File: src/design/bcs_pkg.sv
// Shared types and constants of the battery charge supervisor.
package bcs_pkg;

    // Charge state codes as they appear on the result channel
    localparam logic [2:0] CS_EMPTY    = 3'd0;
    localparam logic [2:0] CS_PRECHECK = 3'd1;
    localparam logic [2:0] CS_ACTIVE   = 3'd2;
    localparam logic [2:0] CS_COMPLETE = 3'd3;
    localparam logic [2:0] CS_FAULT    = 3'd4;

    // Bit positions in the sticky fault mask
    localparam int unsigned FB_CLOCK    = 0;
    localparam int unsigned FB_IDENTITY = 1;
    localparam int unsigned FB_SENSOR   = 2;
    localparam int unsigned FB_TEMP     = 3;
    localparam int unsigned FB_VOLTAGE  = 4;
    localparam int unsigned FB_CHARGER  = 5;
    localparam int unsigned FB_TIMEOUT  = 6;
    localparam int unsigned FAULT_W     = 7;

    // Configuration register indexes
    localparam int unsigned CFG_INDEX_W = 3;
    localparam int unsigned CFG_DATA_W  = 32;
    localparam logic [CFG_INDEX_W-1:0] REG_MIN_TEMP    = 3'd0;
    localparam logic [CFG_INDEX_W-1:0] REG_MAX_TEMP    = 3'd1;
    localparam logic [CFG_INDEX_W-1:0] REG_MIN_VOLTAGE = 3'd2;
    localparam logic [CFG_INDEX_W-1:0] REG_MAX_VOLTAGE = 3'd3;
    localparam logic [CFG_INDEX_W-1:0] REG_MAX_TIME    = 3'd4;

    // Configuration reset values
    localparam logic signed [15:0] MIN_TEMP_RST    = 16'sd0;
    localparam logic signed [15:0] MAX_TEMP_RST    = 16'sd450;
    localparam logic [15:0]        MIN_VOLTAGE_RST = 16'd3000;
    localparam logic [15:0]        MAX_VOLTAGE_RST = 16'd4200;
    localparam logic [31:0]        MAX_TIME_RST    = 32'd14400000;

    // One supervision tick
    typedef struct packed {
        logic [63:0]        now_time;
        logic               pack_fitted;
        logic               identity_ok;
        logic               sensors_ok;
        logic signed [15:0] temperature;
        logic [15:0]        pack_voltage;
        logic               charger_error;
        logic               charge_done;
    } tick_t;

    // One supervision result
    typedef struct packed {
        logic [2:0]         charge_state;
        logic               enable_charging;
        logic [FAULT_W-1:0] fault_bits;
        logic [31:0]        faults_seen;
        logic [31:0]        charges_completed;
    } result_t;

endpackage

File: src/design/bcs_if.sv
// Channel interfaces of the battery charge supervisor: ticks, results, configuration.
interface bcs_tick_if;
    import bcs_pkg::*;

    logic  valid;
    logic  ready;
    tick_t payload;

    modport source (output valid, output payload, input ready);
    modport sink   (input valid, input payload, output ready);
endinterface

interface bcs_status_if;
    import bcs_pkg::*;

    logic    valid;
    logic    ready;
    result_t payload;

    modport source (output valid, output payload, input ready);
    modport sink   (input valid, input payload, output ready);
endinterface

interface bcs_cfg_if;
    import bcs_pkg::*;

    logic                   valid;
    logic                   ready;
    logic [CFG_INDEX_W-1:0] index;
    logic [CFG_DATA_W-1:0]  data;

    modport source (output valid, output index, output data, input ready);
    modport sink   (input valid, input index, input data, output ready);
endinterface

File: src/design/battery_charge_supervisor.sv
// Battery charge supervisor: tick register, state update and result register.
//
//  channel | dir | payload                                   | transaction
//  --------+-----+-------------------------------------------+-----------------------
//  tick    | in  | now_time, flags, temperature, pack_voltage| valid && ready
//  status  | out | charge_state, enable, faults, counters    | valid && ready
//  cfg     | in  | index, data                               | valid && ready
//
// A tick is held in the tick register, then the state update and the result are
// computed in one pass and stored in the result register; one tick per cycle is
// sustained while results are taken. The 64-bit elapsed-time subtract and
// compare set the cycle time. Reset returns the state machine, counters and
// configuration registers to their reset values. A stalled result holds the tick
// register, so the input stalls once both registers are full; configuration
// writes are always taken.
module battery_charge_supervisor (
    input  logic             clk,
    input  logic             rst_n,
    bcs_tick_if.sink         tick,
    bcs_status_if.source     status,
    bcs_cfg_if.sink          cfg
);
    import bcs_pkg::*;

    typedef enum logic [2:0] {
        ST_EMPTY    = CS_EMPTY,
        ST_PRECHECK = CS_PRECHECK,
        ST_ACTIVE   = CS_ACTIVE,
        ST_COMPLETE = CS_COMPLETE,
        ST_FAULT    = CS_FAULT
    } state_t;

    // Configuration registers
    logic signed [15:0] min_temp_reg;
    logic signed [15:0] max_temp_reg;
    logic [15:0]        min_voltage_reg;
    logic [15:0]        max_voltage_reg;
    logic [31:0]        max_time_reg;

    // Tick register
    logic  tick_valid_reg;
    tick_t tick_reg;

    // Supervisor state
    state_t             state_reg,       state_next;
    logic [63:0]        entry_time_reg,  entry_time_next;
    logic [63:0]        last_time_reg,   last_time_next;
    logic [FAULT_W-1:0] faults_reg,      faults_next;
    logic [31:0]        fault_count_reg, fault_count_next;
    logic [31:0]        done_count_reg,  done_count_next;
    logic               enable_next;

    // Result register
    logic    out_valid_reg;
    result_t out_reg;

    // Check terms
    logic               advance;
    logic               clock_back;
    logic               temp_bad;
    logic               voltage_bad;
    logic               timed_out;
    logic [63:0]        elapsed;
    logic [FAULT_W-1:0] fault_hit;

    // Handshakes
    assign advance      = tick_valid_reg && (!out_valid_reg || status.ready);
    assign tick.ready   = !tick_valid_reg || advance;
    assign status.valid = out_valid_reg;
    assign status.payload = out_reg;
    assign cfg.ready    = 1'b1;

    // Configuration writes
    always_ff @(posedge clk or negedge rst_n)
    begin
        if (!rst_n)
        begin
            min_temp_reg    <= MIN_TEMP_RST;
            max_temp_reg    <= MAX_TEMP_RST;
            min_voltage_reg <= MIN_VOLTAGE_RST;
            max_voltage_reg <= MAX_VOLTAGE_RST;
            max_time_reg    <= MAX_TIME_RST;
        end
        else if (cfg.valid)
        begin
            unique case (cfg.index)
                REG_MIN_TEMP:    min_temp_reg    <= signed'(cfg.data[15:0]);
                REG_MAX_TEMP:    max_temp_reg    <= signed'(cfg.data[15:0]);
                REG_MIN_VOLTAGE: min_voltage_reg <= cfg.data[15:0];
                REG_MAX_VOLTAGE: max_voltage_reg <= cfg.data[15:0];
                REG_MAX_TIME:    max_time_reg    <= cfg.data;
                default:         ;
            endcase
        end
    end

    // Tick register valid flag
    always_ff @(posedge clk or negedge rst_n)
    begin
        if (!rst_n)
        begin
            tick_valid_reg <= 1'b0;
        end
        else if (tick.ready)
        begin
            tick_valid_reg <= tick.valid;
        end
    end

    // Tick register payload
    always_ff @(posedge clk)
    begin
        if (tick.valid && tick.ready)
        begin
            tick_reg <= tick.payload;
        end
    end

    // Check terms of the held tick
    assign clock_back  = tick_reg.now_time < last_time_reg;
    assign elapsed     = tick_reg.now_time - entry_time_reg;
    assign timed_out   = (state_reg == ST_ACTIVE) && (elapsed > {32'd0, max_time_reg});
    assign temp_bad    = (tick_reg.temperature < min_temp_reg)
                      || (tick_reg.temperature > max_temp_reg);
    assign voltage_bad = (tick_reg.pack_voltage < min_voltage_reg)
                      || (tick_reg.pack_voltage > max_voltage_reg);

    // Fault selection in priority order; at most one bit is set
    always_comb
    begin
        fault_hit = '0;
        if (clock_back)
        begin
            fault_hit[FB_CLOCK] = 1'b1;
        end
        else if (tick_reg.pack_fitted && (state_reg != ST_FAULT))
        begin
            if (!tick_reg.identity_ok)
                fault_hit[FB_IDENTITY] = 1'b1;
            else if (!tick_reg.sensors_ok)
                fault_hit[FB_SENSOR] = 1'b1;
            else if (temp_bad)
                fault_hit[FB_TEMP] = 1'b1;
            else if (voltage_bad)
                fault_hit[FB_VOLTAGE] = 1'b1;
            else if (tick_reg.charger_error)
                fault_hit[FB_CHARGER] = 1'b1;
            else if (timed_out)
                fault_hit[FB_TIMEOUT] = 1'b1;
        end
    end

    // State update for the held tick
    always_comb
    begin
        state_next       = state_reg;
        entry_time_next  = entry_time_reg;
        last_time_next   = last_time_reg;
        faults_next      = faults_reg;
        fault_count_next = fault_count_reg;
        done_count_next  = done_count_reg;
        enable_next      = 1'b0;

        if (!clock_back)
        begin
            last_time_next = tick_reg.now_time;
        end

        if (fault_hit != '0)
        begin
            // Entering fault: count and stamp only on the first entry
            faults_next = faults_reg | fault_hit;
            if (state_reg != ST_FAULT)
            begin
                fault_count_next = fault_count_reg + 32'd1;
                state_next       = ST_FAULT;
                entry_time_next  = tick_reg.now_time;
            end
        end
        else if (!tick_reg.pack_fitted)
        begin
            // Pack removed clears the faults
            faults_next = '0;
            if (state_reg != ST_EMPTY)
            begin
                state_next      = ST_EMPTY;
                entry_time_next = tick_reg.now_time;
            end
        end
        else if (state_reg != ST_FAULT)
        begin
            if (tick_reg.charge_done)
            begin
                if (state_reg == ST_ACTIVE)
                begin
                    done_count_next = done_count_reg + 32'd1;
                end
                if (state_reg != ST_COMPLETE)
                begin
                    state_next      = ST_COMPLETE;
                    entry_time_next = tick_reg.now_time;
                end
            end
            else if (state_reg == ST_EMPTY)
            begin
                state_next      = ST_PRECHECK;
                entry_time_next = tick_reg.now_time;
            end
            else
            begin
                enable_next = 1'b1;
                if (state_reg != ST_ACTIVE)
                begin
                    state_next      = ST_ACTIVE;
                    entry_time_next = tick_reg.now_time;
                end
            end
        end
    end

    // State machine and result register
    always_ff @(posedge clk or negedge rst_n)
    begin
        if (!rst_n)
        begin
            state_reg       <= ST_EMPTY;
            entry_time_reg  <= '0;
            last_time_reg   <= '0;
            faults_reg      <= '0;
            fault_count_reg <= '0;
            done_count_reg  <= '0;
            out_valid_reg   <= 1'b0;
            out_reg         <= '0;
        end
        else
        begin
            if (advance)
            begin
                state_reg       <= state_next;
                entry_time_reg  <= entry_time_next;
                last_time_reg   <= last_time_next;
                faults_reg      <= faults_next;
                fault_count_reg <= fault_count_next;
                done_count_reg  <= done_count_next;
                out_reg.charge_state      <= state_next;
                out_reg.enable_charging   <= enable_next;
                out_reg.fault_bits        <= faults_next;
                out_reg.faults_seen       <= fault_count_next;
                out_reg.charges_completed <= done_count_next;
                out_valid_reg   <= 1'b1;
            end
            else if (status.ready)
            begin
                out_valid_reg <= 1'b0;
            end
        end
    end

endmodule

File: src/flat_wrapper.sv
// flat-port wrapper written by rule: the top's interface ports become plain ports
module battery_charge_supervisor_flat import bcs_pkg::*;
  (clk, rst_n, tick_valid, tick_payload, tick_ready, status_valid, status_payload, status_ready, cfg_valid, cfg_index, cfg_data, cfg_ready);
  bcs_tick_if tick_i ();
  bcs_status_if status_i ();
  bcs_cfg_if cfg_i ();
  input  logic clk;
  input  logic rst_n;
  input wire logic [$bits(tick_i.valid)-1:0] tick_valid;
  input wire logic [$bits(tick_i.payload)-1:0] tick_payload;
  output wire logic [$bits(tick_i.ready)-1:0] tick_ready;
  output wire logic [$bits(status_i.valid)-1:0] status_valid;
  output wire logic [$bits(status_i.payload)-1:0] status_payload;
  input wire logic [$bits(status_i.ready)-1:0] status_ready;
  input wire logic [$bits(cfg_i.valid)-1:0] cfg_valid;
  input wire logic [$bits(cfg_i.index)-1:0] cfg_index;
  input wire logic [$bits(cfg_i.data)-1:0] cfg_data;
  output wire logic [$bits(cfg_i.ready)-1:0] cfg_ready;
  assign tick_i.valid = tick_valid;
  assign tick_i.payload = tick_payload;
  assign tick_ready = tick_i.ready;
  assign status_valid = status_i.valid;
  assign status_payload = status_i.payload;
  assign status_i.ready = status_ready;
  assign cfg_i.valid = cfg_valid;
  assign cfg_i.index = cfg_index;
  assign cfg_i.data = cfg_data;
  assign cfg_ready = cfg_i.ready;
  battery_charge_supervisor u_core (.clk(clk), .rst_n(rst_n), .tick(tick_i), .status(status_i), .cfg(cfg_i));
endmodule
File: config.mk
export PLATFORM = sky130hd
export DESIGN_NAME = battery_charge_supervisor_flat
export DESIGN_NICKNAME = d
export VERILOG_FILES = /design/src/design/bcs_pkg.sv /design/src/design/bcs_if.sv /design/src/design/battery_charge_supervisor.sv /design/src/flat_wrapper.sv
export SDC_FILE = /design/constraint.sdc
export NUM_CORES = 1
export LEC_CHECK = 0
export BUFFER_PORTS_ARGS = -buffer_cell sky130_fd_sc_hd__buf_2
export CAP_MARGIN = 20
export CORE_MARGIN = 2
export CORE_UTILIZATION = 55
export DETAILED_ROUTE_END_ITERATION = 10
export GPL_ROUTABILITY_DRIVEN = 0
export PLACE_DENSITY_LB_ADDON = 0.05
export SYNTH_ARGS = -nofsm -noshare
export SYNTH_HDL_FRONTEND = slang
export SYNTH_SLANG_ARGS = --single-unit
File: constraint.sdc
create_clock -name clk -period 9.77 [get_ports clk]
set_input_delay 0.4885 -clock clk [delete_from_list [all_inputs] [get_ports clk]]
set_output_delay 0.4885 -clock clk [all_outputs]
set_load 0.02 [all_outputs]
==> results.toml <==
[clocking]
cts-resized-gates = 0
h-tree-depth = 2
clk_path_buf_depth = 3
clock_sinks = 402
cts_made_buffers = 45
clkTransAtPathRegs_ps = 60
cts_root_buf = "clkbuf_16"
ctsHoldBuffers = 0
insertion_delay_ps = 580
cts_tree = "yes"
cts_setup_buffers = 0

[grt]
grt-ovfl-total = 0
grt_pass1_wl_um = 92400
grt_max_degree = 120
grtUsageTotal_pct = 26.2
antenna_found_initial = 6
grt_pass1_vias = 17766

[synthesis]
syn_area_um2 = 23400
syn_inst = 2339
synthTopCellsByArea = "dfrtp_1 (29%), edfxtp_1 (13%), ha_1 (12%), mux2_2 (4.4%), inv_1 (4.1%)"
ys_seq_elements = 402
syn_nets = 2703
synth_most_common_cell = "dfrtp_1"
yosys-top-cells-count = "dfrtp_1 (275), inv_1 (253), ha_1 (222), nand2_1 (219), o21ai_0 (181)"
ys.flop_type = "dfrtp_1"
synth_edf_count = 101
ys_seq_area_share_pct = 45.3
yosysTopAreaCell = "dfrtp_1"
async_flop_share_pct = 74.9
synth_cell_type_count = 73
synth_area_per_cell_um2 = 10.0
yosys.area.top_type_share_pct = 29.4
yosys_warnings = 0

[timing]
finalSetupViolCount = 0
min_period_ps = 6930
finalMaxSlewViolations = 0
clock.fmax_mhz = 144
hold_ws_ps = -36.1
fin_worst_skew_ps = 20.3
slew_headroom_pct = 25.0
finalHoldViolCount = 5
setup_tns_ps = 0
finalCritPeriodShare_pct = 70.9
rsz0062_at_grt = "false"
worst_pin_slew_ps = 1100

[floorplanning]
dieHeight_um = 210
core_area_um2 = 41900
rows = 75
design.die.area_um2 = 44200
io_pins = 219
dieWidth_um = 210
initial_core_util_pct = 55.8

[worst_setup_path]
critPathRequiredTime_ps = 10220
crit_family = "compound AO/OA/AOI/OAI gates"
cp_slowest_cell = "buf_4"
cp_slowest_stage_delay_ps = 680
critical_path_class = "flip-flop to flip-flop"
crit_path_end_kind = "flip-flop"
rr_endpoint = "u_core.entry_time_reg[50]$_DFFE_PN0P_"
worst_setup_path_start_kind = "flip-flop"
cp.arrival_ps = 7380
cp_num_cells = 28
rrSetupSlack_ps = 2840
path_max_fanout = 64
reg2reg_from = "u_core.tick_reg[37]$_DFFE_PP_"
startpoint = "u_core.tick_reg[37]$_DFFE_PP_"
cp-endpoint = "u_core.entry_time_reg[50]$_DFFE_PN0P_"
reg2reg_depth = 28
crit_buf_inv = 4

[detailed_routing]
wl_per_cell_um = 18.4
num_vias = 18186
ant_nets = 0
drc = 0
totalWireLength_um = 57500
vias_per_cell = 5.82
drt_iter0_markers = 1409
dr.pass1.iters = 6

[hold_path]
min_path_type = "primary input to asynchronous set/reset pin"

[cells_and_area]
fillers = 3513
nNetsFinal = 2914
drive_above_1_share_pct = 16.5
seq_area_um2 = 10600
multi_input_area_um2 = 11600
syn_to_final_growth_pct = 13.0
largest_register_ffs = 101
final_cell_area_um2 = 26400

[placement]
placed_area_um2 = 25000
io_buffers = 217
dp_hpwl_um = 43400

[run_status]
violations = "negative hold slack"
status = "complete, but fails checks"

[power_and_ir_drop]
p_int_mw = 4.54
leakage_nw = 12.2
ir_drop_mv = 0.128
power.share.clock_pct = 21.8
pwr-share-comb_pct = 46.7
p_sw_mw = 3.03
seqPwrFrac_pct = 31.5
power.density_nw_per_um2 = 287
swShare_pct = 40.0

[flow_run]
maxCapViolations = 0
## final cells by class
| type | instances | area share [%] |
|---|---|---|
| multi-input cells | 1621 | 43.8 |
| flip-flops and latches | 402 | 40.1 |
| repair buffers | 227 | 4.48 |
| well taps | 539 | 2.55 |
| clock inverters | 22 | 0.686 |
| clock buffers | 61 | 4.76 |
| inverters | 253 | 3.59 |
| diodes | 1 | 0.00947 |
## metal layers
| metal | global-route usage, % | routed length [um] |
|---|---|---|
| met3 | 4.48 | 3580 |
| met4 | 8.34 | 1600 |
| met5 | 0 | 42 |
| met1 | 36.5 | 26100 |
| met2 | 42.0 | 26100 |
## through the flow
stage	std cells	hold WS [ps]	util (%)	setup slack [ps]	power [mW]
final	3126	-36.1	63.0	2840	7.57
after global routing	3125	36.1	63.0	2320	8.14
after CTS	3124	8.64	63.0	2740	7.57
after detailed placement	3041	459	59.5	2780	5.88
after global placement	3041	455	59.5	3010	5.76
after floorplan	2339	193	-	4130	4.97
## placed cells by master (no fill, tap or decap), drive strengths merged, types with 6 or more instances in the layout
cell / netlist / routed
a211oi: 13 / 13
a21o: 52 / 52
a21oi: 140 / 140
a31oi: 12 / 12
and2: 6 / 6
and3: 12 / 12
and4: 7 / 7
buf: 15 / 227
clkbuf: 48 / 61
clkinv: 0 / 18
dfrtp: 275 / 275
dfstp: 26 / 26
edfxtp: 101 / 101
ha: 222 / 222
inv: 253 / 255
mux2: 151 / 151
nand2: 219 / 219
nand2b: 19 / 19
nand3: 55 / 55
nand4: 68 / 68
nor2: 118 / 118
nor2b: 15 / 15
nor3: 54 / 54
nor4: 31 / 31
nor4b: 6 / 6
o211ai: 14 / 14
o21a: 28 / 28
o21ai: 182 / 182
o22ai: 6 / 6
o31ai: 10 / 10
xnor2: 63 / 63
xor2: 47 / 47
## worst min path at each step
stage	to	depth (start not counted)	slack, ps
after floorplan	u_core.done_count_reg[0]$_DFFE_PN0P_	0	190
after global placement	u_core.fault_count_reg[31]$_DFFE_PN0P_	1	450
after detailed placement	u_core.fault_count_reg[31]$_DFFE_PN0P_	1	460
after CTS	u_core.min_temp_reg[10]$_DFFE_PN0P_	1	9
after global routing	u_core.max_temp_reg[10]$_DFFE_PN0P_	1	40
final	u_core.min_temp_reg[10]$_DFFE_PN0P_	1	-40
## power groups by stage
| stage | logic (mW) | clock network (mW) | registers [mW] |
|---|---|---|---|
| detailed placement | 3.46 | 0 | 2.41 |
| finish | 3.54 | 1.65 | 2.38 |
| CTS | 3.49 | 1.69 | 2.39 |
| global route | 3.95 | 1.76 | 2.43 |
| floorplan | 2.59 | 0 | 2.38 |
| global placement | 3.37 | 0 | 2.39 |
## cells by family (layout without fill, tap and decap cells)
group                      after synthesis  in the layout  share of synthesized area [%]
AOI/OAI and AO/OA                      503            503                           13.0
and+or+nand+nor                        629            629                           12.9
adders and majority gates              223            223                           12.0
DFF                                    402            402                           45.3
buffers and inverters                  316            563                           5.29
xor gates and xnor gates               110            110                           4.12
muxes                                  155            155                           7.44
other                                    1              2                         0.0160
Power figures use the tool's default switching activity.
